===== config.mk =====
export PLATFORM = sky130hd
export DESIGN_NAME = ket_front
export DESIGN_NICKNAME = d
export VERILOG_FILES = /design/src/sv/ket_pkg.sv /design/src/sv/ket_front.sv
export SDC_FILE = /design/constraint.sdc
export NUM_CORES = 1
export LEC_CHECK = 0
export ABC_AREA = 0
export BUFFER_PORTS_ARGS = -buffer_cell sky130_fd_sc_hd__buf_2
export CORE_ASPECT_RATIO = 0.5
export CORE_MARGIN = 8
export CORE_UTILIZATION = 56
export DETAILED_ROUTE_END_ITERATION = 12
export PLACE_DENSITY = 0.85
export SLEW_MARGIN = 15
export SYNTH_ARGS = -nofsm -noshare
export SYNTH_HDL_FRONTEND = slang
export SYNTH_SLANG_ARGS = --single-unit
export TNS_END_PERCENT = 10

===== constraint.sdc =====
create_clock -name clk_i -period 20.1 [get_ports clk_i]
set_clock_uncertainty 0.15 [all_clocks]
set_input_delay 1.005 -clock clk_i [delete_from_list [all_inputs] [get_ports clk_i]]
set_output_delay 1.005 -clock clk_i [all_outputs]
set_load 0.005 [all_outputs]

===== src/sv/ket_pkg.sv =====
package ket_pkg;

  localparam int unsigned HeadW = 64;
  localparam int unsigned TailW = 48;
  localparam int unsigned KeyW  = HeadW + TailW;
  localparam int unsigned EntW  = 2 * KeyW;

  typedef enum logic [1:0] {
    CMD_INSERT = 2'd0,
    CMD_LIST   = 2'd1,
    CMD_FIND   = 2'd2,
    CMD_DELETE = 2'd3
  } cmd_e;

  typedef enum logic [1:0] {
    ST_DONE  = 2'd0,
    ST_FULL  = 2'd1,
    ST_NONE  = 2'd2,
    ST_ENTRY = 2'd3
  } status_e;

  typedef enum logic [2:0] {
    S_IDLE,
    S_CLEAR,
    S_SCAN,
    S_WRITE,
    S_FINAL,
    S_FLUSH
  } state_e;

  // one queued command between front and back
  typedef struct packed {
    cmd_e             cmd;
    logic             key_zero;
    logic [KeyW-1:0]  key;
    logic [KeyW-1:0]  value;
  } cmd_t;

endpackage


===== src/sv/ket_front.sv =====
// Accepts commands, flags zero keys, and holds them in a
// two-deep queue for the back end.
module ket_front (
  input  logic                      clk_i,
  input  logic                      rst_ni,
  input  logic                      valid_i,
  output logic                      stall_o,
  input  logic [1:0]                cmd_i,
  input  logic [63:0]               key_head_i,
  input  logic [47:0]               key_tail_i,
  input  logic [63:0]               value_head_i,
  input  logic [47:0]               value_tail_i,
  output logic                      q_valid_o,
  input  logic                      q_pop_i,
  output ket_pkg::cmd_t             q_cmd_o
);
  import ket_pkg::*;

  cmd_t       buf_q [2];
  logic       rd_q, wr_q;
  logic [1:0] cnt_q;
  cmd_t       item;
  logic       push;

  always_comb begin
    item.cmd      = cmd_e'(cmd_i);
    item.key      = {key_head_i, key_tail_i};
    item.value    = {value_head_i, value_tail_i};
    item.key_zero = (item.key == '0);
  end

  assign stall_o   = (cnt_q == 2'd2);
  assign push      = valid_i && !stall_o;
  assign q_valid_o = (cnt_q != 2'd0);
  assign q_cmd_o   = buf_q[rd_q];

  always_ff @(posedge clk_i) begin
    if (push) begin
      buf_q[wr_q] <= item;
    end
  end

  always_ff @(posedge clk_i or negedge rst_ni) begin
    if (!rst_ni) begin
      rd_q  <= 1'b0;
      wr_q  <= 1'b0;
      cnt_q <= 2'd0;
    end else begin
      if (push) wr_q <= ~wr_q;
      if (q_pop_i) rd_q <= ~rd_q;
      cnt_q <= cnt_q + 2'(push) - 2'(q_pop_i);
    end
  end

  assert property (@(posedge clk_i) disable iff (!rst_ni)
    q_pop_i |-> q_valid_o) else $error("pop from empty queue");
  assert property (@(posedge clk_i) disable iff (!rst_ni)
    cnt_q <= 2'd2) else $error("queue count overflow");
  assert property (@(posedge clk_i) disable iff (!rst_ni)
    (cnt_q == 2'd0) |-> !q_pop_i) else $error("pop while empty");

endmodule


==> results of run 1 <==
## registers in the layout (all words and copies together) (netlist names)
signal and cells:
cnt_q 2, wr_q 1, buf_q 454, rd_q 1
## power by group through the flow
stage | clock (W) | combinational, W | sequential, W
floorplan | 0 | 0.000466 | 0.00143
global placement | 0 | 0.000808 | 0.00138
detailed placement | 0 | 0.000821 | 0.00139
CTS | 0.000772 | 0.000829 | 0.00137
global route | 0.000809 | 0.000862 | 0.00139
finish | 0.000756 | 0.000816 | 0.00137
## through the flow
step | hold slack, ps | power (W)
floorplan | 310 | 0.00189
global placement | 347 | 0.00218
detailed placement | 389 | 0.00221
CTS | 102 | 0.00297
global route | 106 | 0.00306
finish | 131 | 0.00294
## metal layers
layer  wire (um)  part of all wire, %  track usage [%]  vias to the layer above
li1            -                    -                -                     4055
met1       14100                   34             22.9                     4697
met2       23800                   58             42.4                      326
met3        2100                  5.1             4.65                       87
met4        1340                  3.2             9.75                        2
met5          13                0.031                0                        -
## area by class of cell
class / count / share of cell area, %
tap: 391 / 2.35
clock inverter: 15 / 0.799
clock buffer: 57 / 5.31
sequential: 458 / 66.0
multi-input combinational: 276 / 14.0
inverter: 2 / 0.0361
timing repair buffer: 465 / 11.3
antenna: 18 / 0.216
## cell usage after synthesis
| cell | number |
|---|---|
| nand4_1 | 6 |
| edfxtp_1 | 454 |
| nand2_1 | 1 |
| xnor2_1 | 3 |
| ha_1 | 2 |
| nor4_2 | 2 |
| clkbuf_1 | 7 |
| inv_1 | 2 |
| nand3_1 | 1 |
| or2_2 | 1 |
| buf_2 | 18 |
| or4_1 | 3 |
| dfrtp_1 | 4 |
| and3_1 | 1 |
| nand2b_1 | 1 |
| nor2_1 | 2 |
| mux2_2 | 227 |
| nor4_1 | 25 |
| xor2_1 | 1 |
## cell families (layout without fill, tap and decap cells)
logic type,Yosys count,after routing,share of synthesized area [%]
simple gates,43,43,1.65
xor+xnor,4,4,0.209
other cells,0,18,0
flops,458,458,82.0
buf+inv,27,539,0.740
mux,227,227,15.3
fa+ha+maj,2,2,0.149
## worst reg2reg max path, cell delays in order (launching register included)
cell and delay (ps):
dfrtp_1 400, nand2b_1 150, nand2_1 150, nor2_4 390, buf_4 900, buf_4 870
## final timing paths
path                          start             to  slack [ps]  depth (start not counted)
min in group clk_i         cnt_q[0]       cnt_q[0]         400                          1
hold / removal               rst_ni       cnt_q[0]         130                          1
setup / recovery               rd_q    q_cmd_o[47]       16020                          3
max in group asynchronous    rst_ni           rd_q       19530                          1
setup reg to reg           cnt_q[1]  buf_q[0][200]       16690                          5
hold reg to reg            cnt_q[0]       cnt_q[0]         400                          1
==> results.txt, run 1 <==
vias per cell = 5.45
Final min period = 4080 ps
Fin. Hold Viols = 0
cell leakage power = 7.68 nW
largest net degree at the start of global routing = 187
sw power = 0.000818 W
# clock sinks = 458
critical path class = reg2out
fin util = 71.2%
die height = 138 um
I/O Buffers = 458
nets = 1,475
core area = 29,200 um^2
layout cells sized above 1 = 58.8%
GRT Util Overall = 22.1%
status = finished clean
sequential-to-total area share from yosys stat = 82.0%
Clk network pwr share = 25.7%
worst skew pair latency = 520 ps
area delta synth->final = 24.3%
Critical Path Source Type = register
num ports = 459
DR pass1 iterations = 4
Worst VDD drop = 0.000112 V
setup ws final = 16,020 ps
crit path max fanout = 186
Fin Setup TNS = 0 ps
DRC Markers = 0
Syn. warnings = 0
max incr delay on CP = 800 ps
Max Buffers Root-to-Sink = 3
drt total wl = 41.4 mm
clock slew at reported path FFs = 60 ps
CTS buffer count = 40
crit path DAT = 2930 ps
Fill cells = 1,835
Multi-input gate area = 2910 um^2
Layout Cells excl Fill = 1,682
grt total ovfl = 0
total setup buffers inserted after CTS = 0
Avg Inst Size Synth = 22.0 um^2
slowest stage cell, crit path = dfrtp_4
final setup violation count = 0
GP Congestion = 0.959
post-synthesis register bit count = 458
vias in the first global route = 9,741
die area = 36,000 um^2
Worst slew margin = 23.2%
Resized Gates After CTS = 0
Buffers & Inverters on Critical Path = 2
Final Cycle Share = 20.3%
Sw Ratio = 27.8%
starting density of the core = 57.3%
worst hold path class = in2async
number of H-tree levels = 2
FMAX = 245 MHz
Final ANT Viol Nets = 0
Slew Limit Fails = 0
post-synth net total = 993
Power Density = 141 nW/um^2
drt initial violations = 657
RSZ-0062 raised after global routing = no
Comb pwr share = 27.7%
post-synth cell types = 19
Yosys top cell area share = 81.4%
DP Worst Slack = 16,150 ps
worst path required time = 18,950 ps
CP Cell Sequence = buf_12, mux2_2, buf_2
cell taking the most area after synthesis = edfxtp_1
routed len/inst = 24.6 um
register area = 13,700 um^2
synthesized cell area = 16,700 um^2
endpoint type of the worst setup path = output pin
most common cell after layout, fill and taps aside = buf_2
final HPWL from detailed placement = 29.3 mm
Post-DP Area = 19,500 um^2
row count = 44
Placed Instances = 1,592
Die Wd = 261 um
first-pass GRT wire length = 59.8 mm
clock root cell = clkbuf_16
CTS Hold Bufs = 0
antenna violations before repair = 18
Gate Count Post-Synth = 761
vias post-DR = 9,167
crit-path leading delay family = buffers and inverters
Worst Max-Slew Pin Slew = 1150 ps
synth top area cells = edfxtp_1, mux2_2, nor4_1
commonest cells after routing, fill and taps aside = buf_2, edfxtp_1, mux2_2, clkbuf_16, nor4_1
post-route cell area = 20,800 um^2
P_int = 0.00212 W
CTS tree = yes
register share of total power = 46.6%
Max-Cap Viols = 0
No activity file was read; power rests on OpenSTA's default activity.
==> run 2: changes to the inputs <==
- CORE_UTILIZATION: 56 -> 52
- PLACE_DENSITY: 0.85 -> 0.79
- clock period: 20.1 -> 3.8 ns (I/O delays scaled with it)
==> run 2 against run 1 <==
- combinational power rose to 5.8 times the previous value
- wire length up 11%
- die area up 7.0%
- sequential power rose to 5.3 times the previous value
- power rose to 5.4 times the previous value
- via count up 12%
- critical path type unchanged
- first-iteration DRC count down 0.61%
- sequential cell count unchanged
- register-to-register slack worse by 15000 ps
- critical endpoint is now q_cmd_o[118]
- clock power rose to 5.3 times the previous value
- cell area up 12%
==> results.txt, run 2 (synthesis results as in run 1) <==
status = finished clean
Setup crit start = rd_q
layout cells sized above 1 = 50.8% (-8.0 points)
leading registers by flop count = buf_q (454), cnt_q (2)
num ports = 459 (unchanged)
Critical Path Source Type = register
worst skew pair latency = 530 ps (about the same)
core area = 31,700 um^2 (+8.5%)
final HPWL from detailed placement = 30.0 mm (+2.5%)
Resized Gates After CTS = 0 (unchanged)
reg-to-reg startpoint = cnt_q[1]
Max-Cap Viols = 0 (unchanged)
Slew Limit Fails = 0 (unchanged)
routed len/inst = 23.6 um (-4.0%)
clock root cell = clkbuf_16
fin util = 73.4% (+2.2 points)
# clock sinks = 458 (unchanged)
crit path max fanout = 54 (-71%)
r2r endpoint = buf_q[0][151]
worst path required time = 3460 ps (-15,490 ps)
worst hold path class = in2reg
GP Congestion = 0.882 (-8.1%)
critical path class = reg2out
r2r setup slk = 1420 ps (-15,270 ps)
hold_ws = 232 ps (+101 ps)
vias post-DR = 10.3k (+12%)
row count = 46 (+4.5%)
FMAX = 354 MHz
antenna violations before repair = 3 (-15)
grt total ovfl = 0 (unchanged)
Tot Pwr = 0.0160 W (+440%)
area delta synth->final = 38.9%
Power Density = 687 nW/um^2 (+390%)
final setup violation count = 0 (unchanged)
Max Buffers Root-to-Sink = 3 (unchanged)
CTS tree = yes
I/O Buffers = 458 (unchanged)
starting density of the core = 52.8% (-4.5 points)
vias in the first global route = 11.3k (+16%)
clock slew at reported path FFs = 70 ps (about the same)
number of H-tree levels = 2 (unchanged)
Worst VDD drop = 0.000437 V (+290%)
drt total wl = 46.0 mm (+11%)
Fin. Hold Viols = 0 (unchanged)
commonest cells after routing, fill and taps aside = buf_2, edfxtp_1, dlygate4sd3_1, mux2_2, clkbuf_16
die area = 38,600 um^2 (+7.0%)
R2R cell count = 4 (-1)
CP endpoint = q_cmd_o[118]
crit path DAT = 2490 ps (-440 ps)
cell leakage power = 8.71 nW (+13%)
DR pass1 iterations = 5 (+1)
first-pass GRT wire length = 66.7 mm (+11%)
max reg flops = 454 (unchanged)
largest net degree at the start of global routing = 105 (-44%)
Worst slew margin = 36.2% (+13 points)
nets = 1,716 (+16%)
RSZ-0062 raised after global routing = no
endpoint type of the worst setup path = output pin
die height = 143 um (+3.3%)
total setup buffers inserted after CTS = 0 (unchanged)
drt initial violations = 653 (-0.61%)
Biggest register = buf_q
GRT Util Overall = 22.7% (+0.62 points)
most common cell after layout, fill and taps aside = buf_2
Final ANT Viol Nets = 0 (unchanged)
Worst Max-Slew Pin Slew = 957 ps (-196 ps)
DRC Markers = 0 (unchanged)
vias per cell = 5.26 (-3.5%)
Die Wd = 270 um (+3.5%)
CTS buffer count = 40 (unchanged)
Final Cycle Share = 74.4%
Final min period = 2830 ps
==> run 2: how the worst min path moves through the flow <==
stage | end | startpoint | depth (start not counted) | slack [ps]
floorplan | cnt_q[0] | rst_ni | 0 | -260
global placement | wr_q | rst_ni | 1 | -150
detailed placement | cnt_q[0] | rst_ni | 1 | -140
CTS | buf_q[0][72] | value_head_i[24] | 2 | 210
global route | buf_q[0][104] | value_head_i[56] | 2 | 200
finish | buf_q[1][21] | value_tail_i[21] | 2 | 230
==> run 2: cell type report <==
class / instances / area (um^2)
clock buffer: 48 / 1050
fill: 1899 / 8450
clock inverter: 23 / 204
inverter: 2 / 7.51
sequential: 458 / 13700
tap: 432 / 541
timing repair buffer: 706 / 4800
multi-input combinational: 276 / 2910
antenna: 5 / 12.5
==> run 2: routing by layer <==
| layer | GRT usage [%] | share of wire [%] | vias to the layer above |
|---|---|---|---|
| met5 | 0 | 0 | - |
| met4 | 12.1 | 5.4 | 0 |
| met3 | 4.77 | 4.8 | 149 |
| met2 | 45.1 | 57 | 378 |
| met1 | 22.0 | 32 | 5199 |
| li1 | - | - | 4531 |
==> run 2: stage by stage <==
step	setup TNS (ps)	setup slack, ps	cell area [um^2]	std cells
floorplan	-184820	-728	16800	761
global placement	0	1420	19700	1644
detailed placement	0	1380	19700	1644
CTS	0	977	23300	1945
global route	0	857	23300	1948
finish	0	974	23300	1950
==> run 2: report_power, final <==
group	internal [W]	switching [W]	leakage [nW]	total [W]
Clock	0.00220	0.00178	0.617	0.00397
Combinational	0.00228	0.00244	3.84	0.00472
Sequential	0.00690	0.000381	4.26	0.00728
Total	0.0114	0.00460	8.71	0.0160
==> run 2: timing repair <==
item	CTS	global route
hold buffers	230	0
hold endpoints to repair	461	0
endpoints found under the setup margin	0	0
==> run 2: critical path, cell delays in order (launching register included) <==
cell and delay (ps):
dfrtp_4 940, buf_4 430, mux2_2 410, buf_2 140
==> run 3: changes to the inputs <==
- ABC_AREA: 0 -> 1
- CORE_UTILIZATION: 52 -> 47
- PLACE_DENSITY: 0.79 -> 0.75
- clock period: 3.8 -> 2.5 ns (I/O delays scaled with it)
==> run 3 against run 2 <==
- sequential power grew 50%
- global-route usage shrank 2.5 points
- synthesized cell count grew 9.2%
- utilization shrank 7.6 points
- via count grew 2.3%
- sequential cell count is the same
- wire length grew 0.31%
==> results.txt, run 3 <==
status = finished clean
FMAX = 444 MHz
vias per cell = 5.07 (-3.6%)
max incr delay on CP = 520 ps (-420 ps)
layout cells sized above 1 = 48.1% (-2.8 points)
gr busiest metal = met2
DRC Markers = 0 (unchanged)
synth top area cells = edfxtp_1, mux2_2, nor2_1
post-synth cell types = 14 (-5)
final HPWL from detailed placement = 30.1 mm (+0.43%)
hold_ws = 165 ps (-66.4 ps)
Post-synth ARST share = 0.873% (unchanged)
Stages on worst setup path = 3 (unchanged)
Fin Setup TNS = 0 ps (unchanged)
critical path class = reg2out
crit path max fanout = 61 (+13%)
met2 GRT Util = 39.7% (-5.4 points)
GP Congestion = 0.874 (-0.88%)
clock slew at reported path FFs = 70 ps (about the same)
Worst VDD drop = 0.000742 V (+70%)
row count = 49 (+6.5%)
leading registers by flop count = buf_q (454), cnt_q (2)
# clock sinks = 458 (unchanged)
CTS buffer count = 41 (+2.5%)
number of H-tree levels = 2 (unchanged)
Die Wd = 286 um (+5.8%)
Power Density = 1040 nW/um^2 (+52%)
max reg flops = 454 (unchanged)
Worst slew margin = 54.6% (+18 points)
Yosys top cell area share = 79.9% (-1.5 points)
RSZ-0062 raised after global routing = no
Critical Path Source Type = register
num ports = 459 (unchanged)
I/O Buffers = 458 (unchanged)
total setup buffers inserted after CTS = 0 (unchanged)
clock root cell = clkbuf_16
CP Cell Sequence = buf_12, mux2_2, buf_2
final setup violation count = 0 (unchanged)
Slew Limit Fails = 0 (unchanged)
crit-path leading delay family = flip-flops
drt initial violations = 620 (-5.1%)
Post-synth EDFFs = 454 (unchanged)
post-synth net total = 1,063 (+7.0%)
GRT Util Overall = 20.2% (-2.5 points)
Biggest register = buf_q
Fill cells = 2,381 (+25%)
GRT met1 Usage = 20.6% (-1.4 points)
Resized Gates After CTS = 0 (unchanged)
endpoint type of the worst setup path = output pin
Buffers & Inverters on Critical Path = 2 (unchanged)
grt total ovfl = 0 (unchanged)
Final Cycle Share = 90.2%
starting density of the core = 47.6% (-5.2 points)
CTS tree = yes
Final min period = 2250 ps
synthesized cell area = 17,100 um^2 (+1.9%)
vias in the first global route = 11.5k (+1.4%)
drt total wl = 46.2 mm (+0.31%)
DR pass1 iterations = 5 (unchanged)
worst hold path class = in2reg
nets = 1,779 (+3.7%)
post-synthesis register bit count = 458 (unchanged)
Worst Max-Slew Pin Slew = 681 ps (-276 ps)
cell taking the most area after synthesis = edfxtp_1
slowest stage cell, crit path = dfrtp_4
crit path DAT = 1980 ps (-510 ps)
area delta synth->final = 38.1%
Gate Count Post-Synth = 831 (+9.2%)
reg-to-reg startpoint = cnt_q[1]
commonest cells after routing, fill and taps aside = buf_2, edfxtp_1, dlygate4sd3_1, mux2_2, nor2_1
worst skew pair latency = 530 ps (about the same)
setup ws final = 245 ps (-729 ps)
dominant synthesized flop cell = edfxtp_1
most common cell after layout, fill and taps aside = buf_2
CTS Hold Bufs = 230 (unchanged)
die area = 43,000 um^2 (+12%)
Final ANT Viol Nets = 0 (unchanged)
synth cell count leaders = edfxtp_1, mux2_2, nor2_1, nand2_1, buf_6
cell leakage power = 8.84 nW (+1.4%)
Multi-input gate area = 3070 um^2 (+5.6%)
CP endpoint = q_cmd_o[92]
routed len/inst = 22.3 um (-5.5%)
Avg Inst Size Synth = 20.5 um^2 (-6.7%)
vias post-DR = 10.5k (+2.3%)
sequential-to-total area share from yosys stat = 80.4% (-1.5 points)
r2r setup slk = 620 ps (-800 ps)
Fin. Hold Viols = 0 (unchanged)
die height = 151 um (+5.5%)
met3 GRT Util = 3.42% (-1.4 points)
R2R cell count = 4 (unchanged)
core area = 35,900 um^2 (+13%)
first-pass GRT wire length = 67.1 mm (+0.68%)
DP Worst Slack = 646 ps (-736 ps)
largest net degree at the start of global routing = 118 (+12%)
Max Buffers Root-to-Sink = 3 (unchanged)
r2r endpoint = buf_q[1][63]
register area = 13,700 um^2 (unchanged)
antenna violations before repair = 5 (+2)
fin util = 65.7% (-7.6 points)
Syn. warnings = 0 (unchanged)
Setup crit start = rd_q
Max-Cap Viols = 0 (unchanged)
count leader, synth = edfxtp_1
worst path required time = 2230 ps (-1230 ps)
-- run 3: cell count changes after synthesis, sizes merged, moves of 3 or more --
cell,before,now
buf,18,25
clkbuf,7,0
nand2,1,32
nand4,6,2
nor2,2,76
nor4,27,0
or4,3,0
-- run 3: report_power, final --
part / internal [W] / switching [W]
Combinational: 0.00347 / 0.00389
Sequential: 0.0105 / 0.000413
Clock: 0.00361 / 0.00272
Total: 0.0176 / 0.00702
-- run 3: worst reg2reg max path: stages (launching register included) --
cell and delay (ps):
dfrtp_1 410, inv_2 90, o21ai_4 90, nor2_4 160, buf_12 530
-- run 3: worst min path at each step --
stage | startpoint | end | depth (start not counted)
2_1_floorplan | rst_ni | cnt_q[0] | 0
3_3_place_gp | rst_ni | cnt_q[1] | 1
3_5_place_dp | rst_ni | rd_q | 1
4_1_cts | value_tail_i[32] | buf_q[1][32] | 2
5_1_grt | value_tail_i[32] | buf_q[1][32] | 2
6_report | value_tail_i[32] | buf_q[1][32] | 2
-- run 3: layout make-up --
| class | instances | area share (%) |
|---|---|---|
| multi-input combinational | 345 | 13.0 |
| clock inverter | 20 | 0.865 |
| antenna | 6 | 0.0637 |
| sequential | 458 | 58.3 |
| clock buffer | 55 | 4.80 |
| timing repair buffer | 698 | 20.3 |
| inverter | 3 | 0.0478 |
| tap | 484 | 2.57 |
-- run 3: logic make-up after synthesis --
group | share of synthesized area, %
DFF | 80.4
and+or+nand+nor | 2.48
xor gates and xnor gates | 0.205
AOI/OAI and AO/OA | 0.0513
muxes | 15.0
buffers and inverters | 1.69
adders and majority gates | 0.147
-- run 3: metal layers --
metal,vias to the layer above,routed length [um]
met3,149,1830
met2,352,26500
met5,-,0
li1,4662,-
met1,5329,15500
met4,0,2370
-- run 3: per-stage QoR --
| step | total power [W] | std cells | cell area (um^2) |
|---|---|---|---|
| 6_report | 0.0246 | 2069 | 23600 |
| 4_1_cts | 0.0247 | 2063 | 23600 |
| 3_3_place_gp | 0.0179 | 1758 | 19900 |
| 2_1_floorplan | 0.0152 | 831 | 17100 |
| 3_5_place_dp | 0.0181 | 1758 | 19900 |
| 5_1_grt | 0.0255 | 2068 | 23600 |
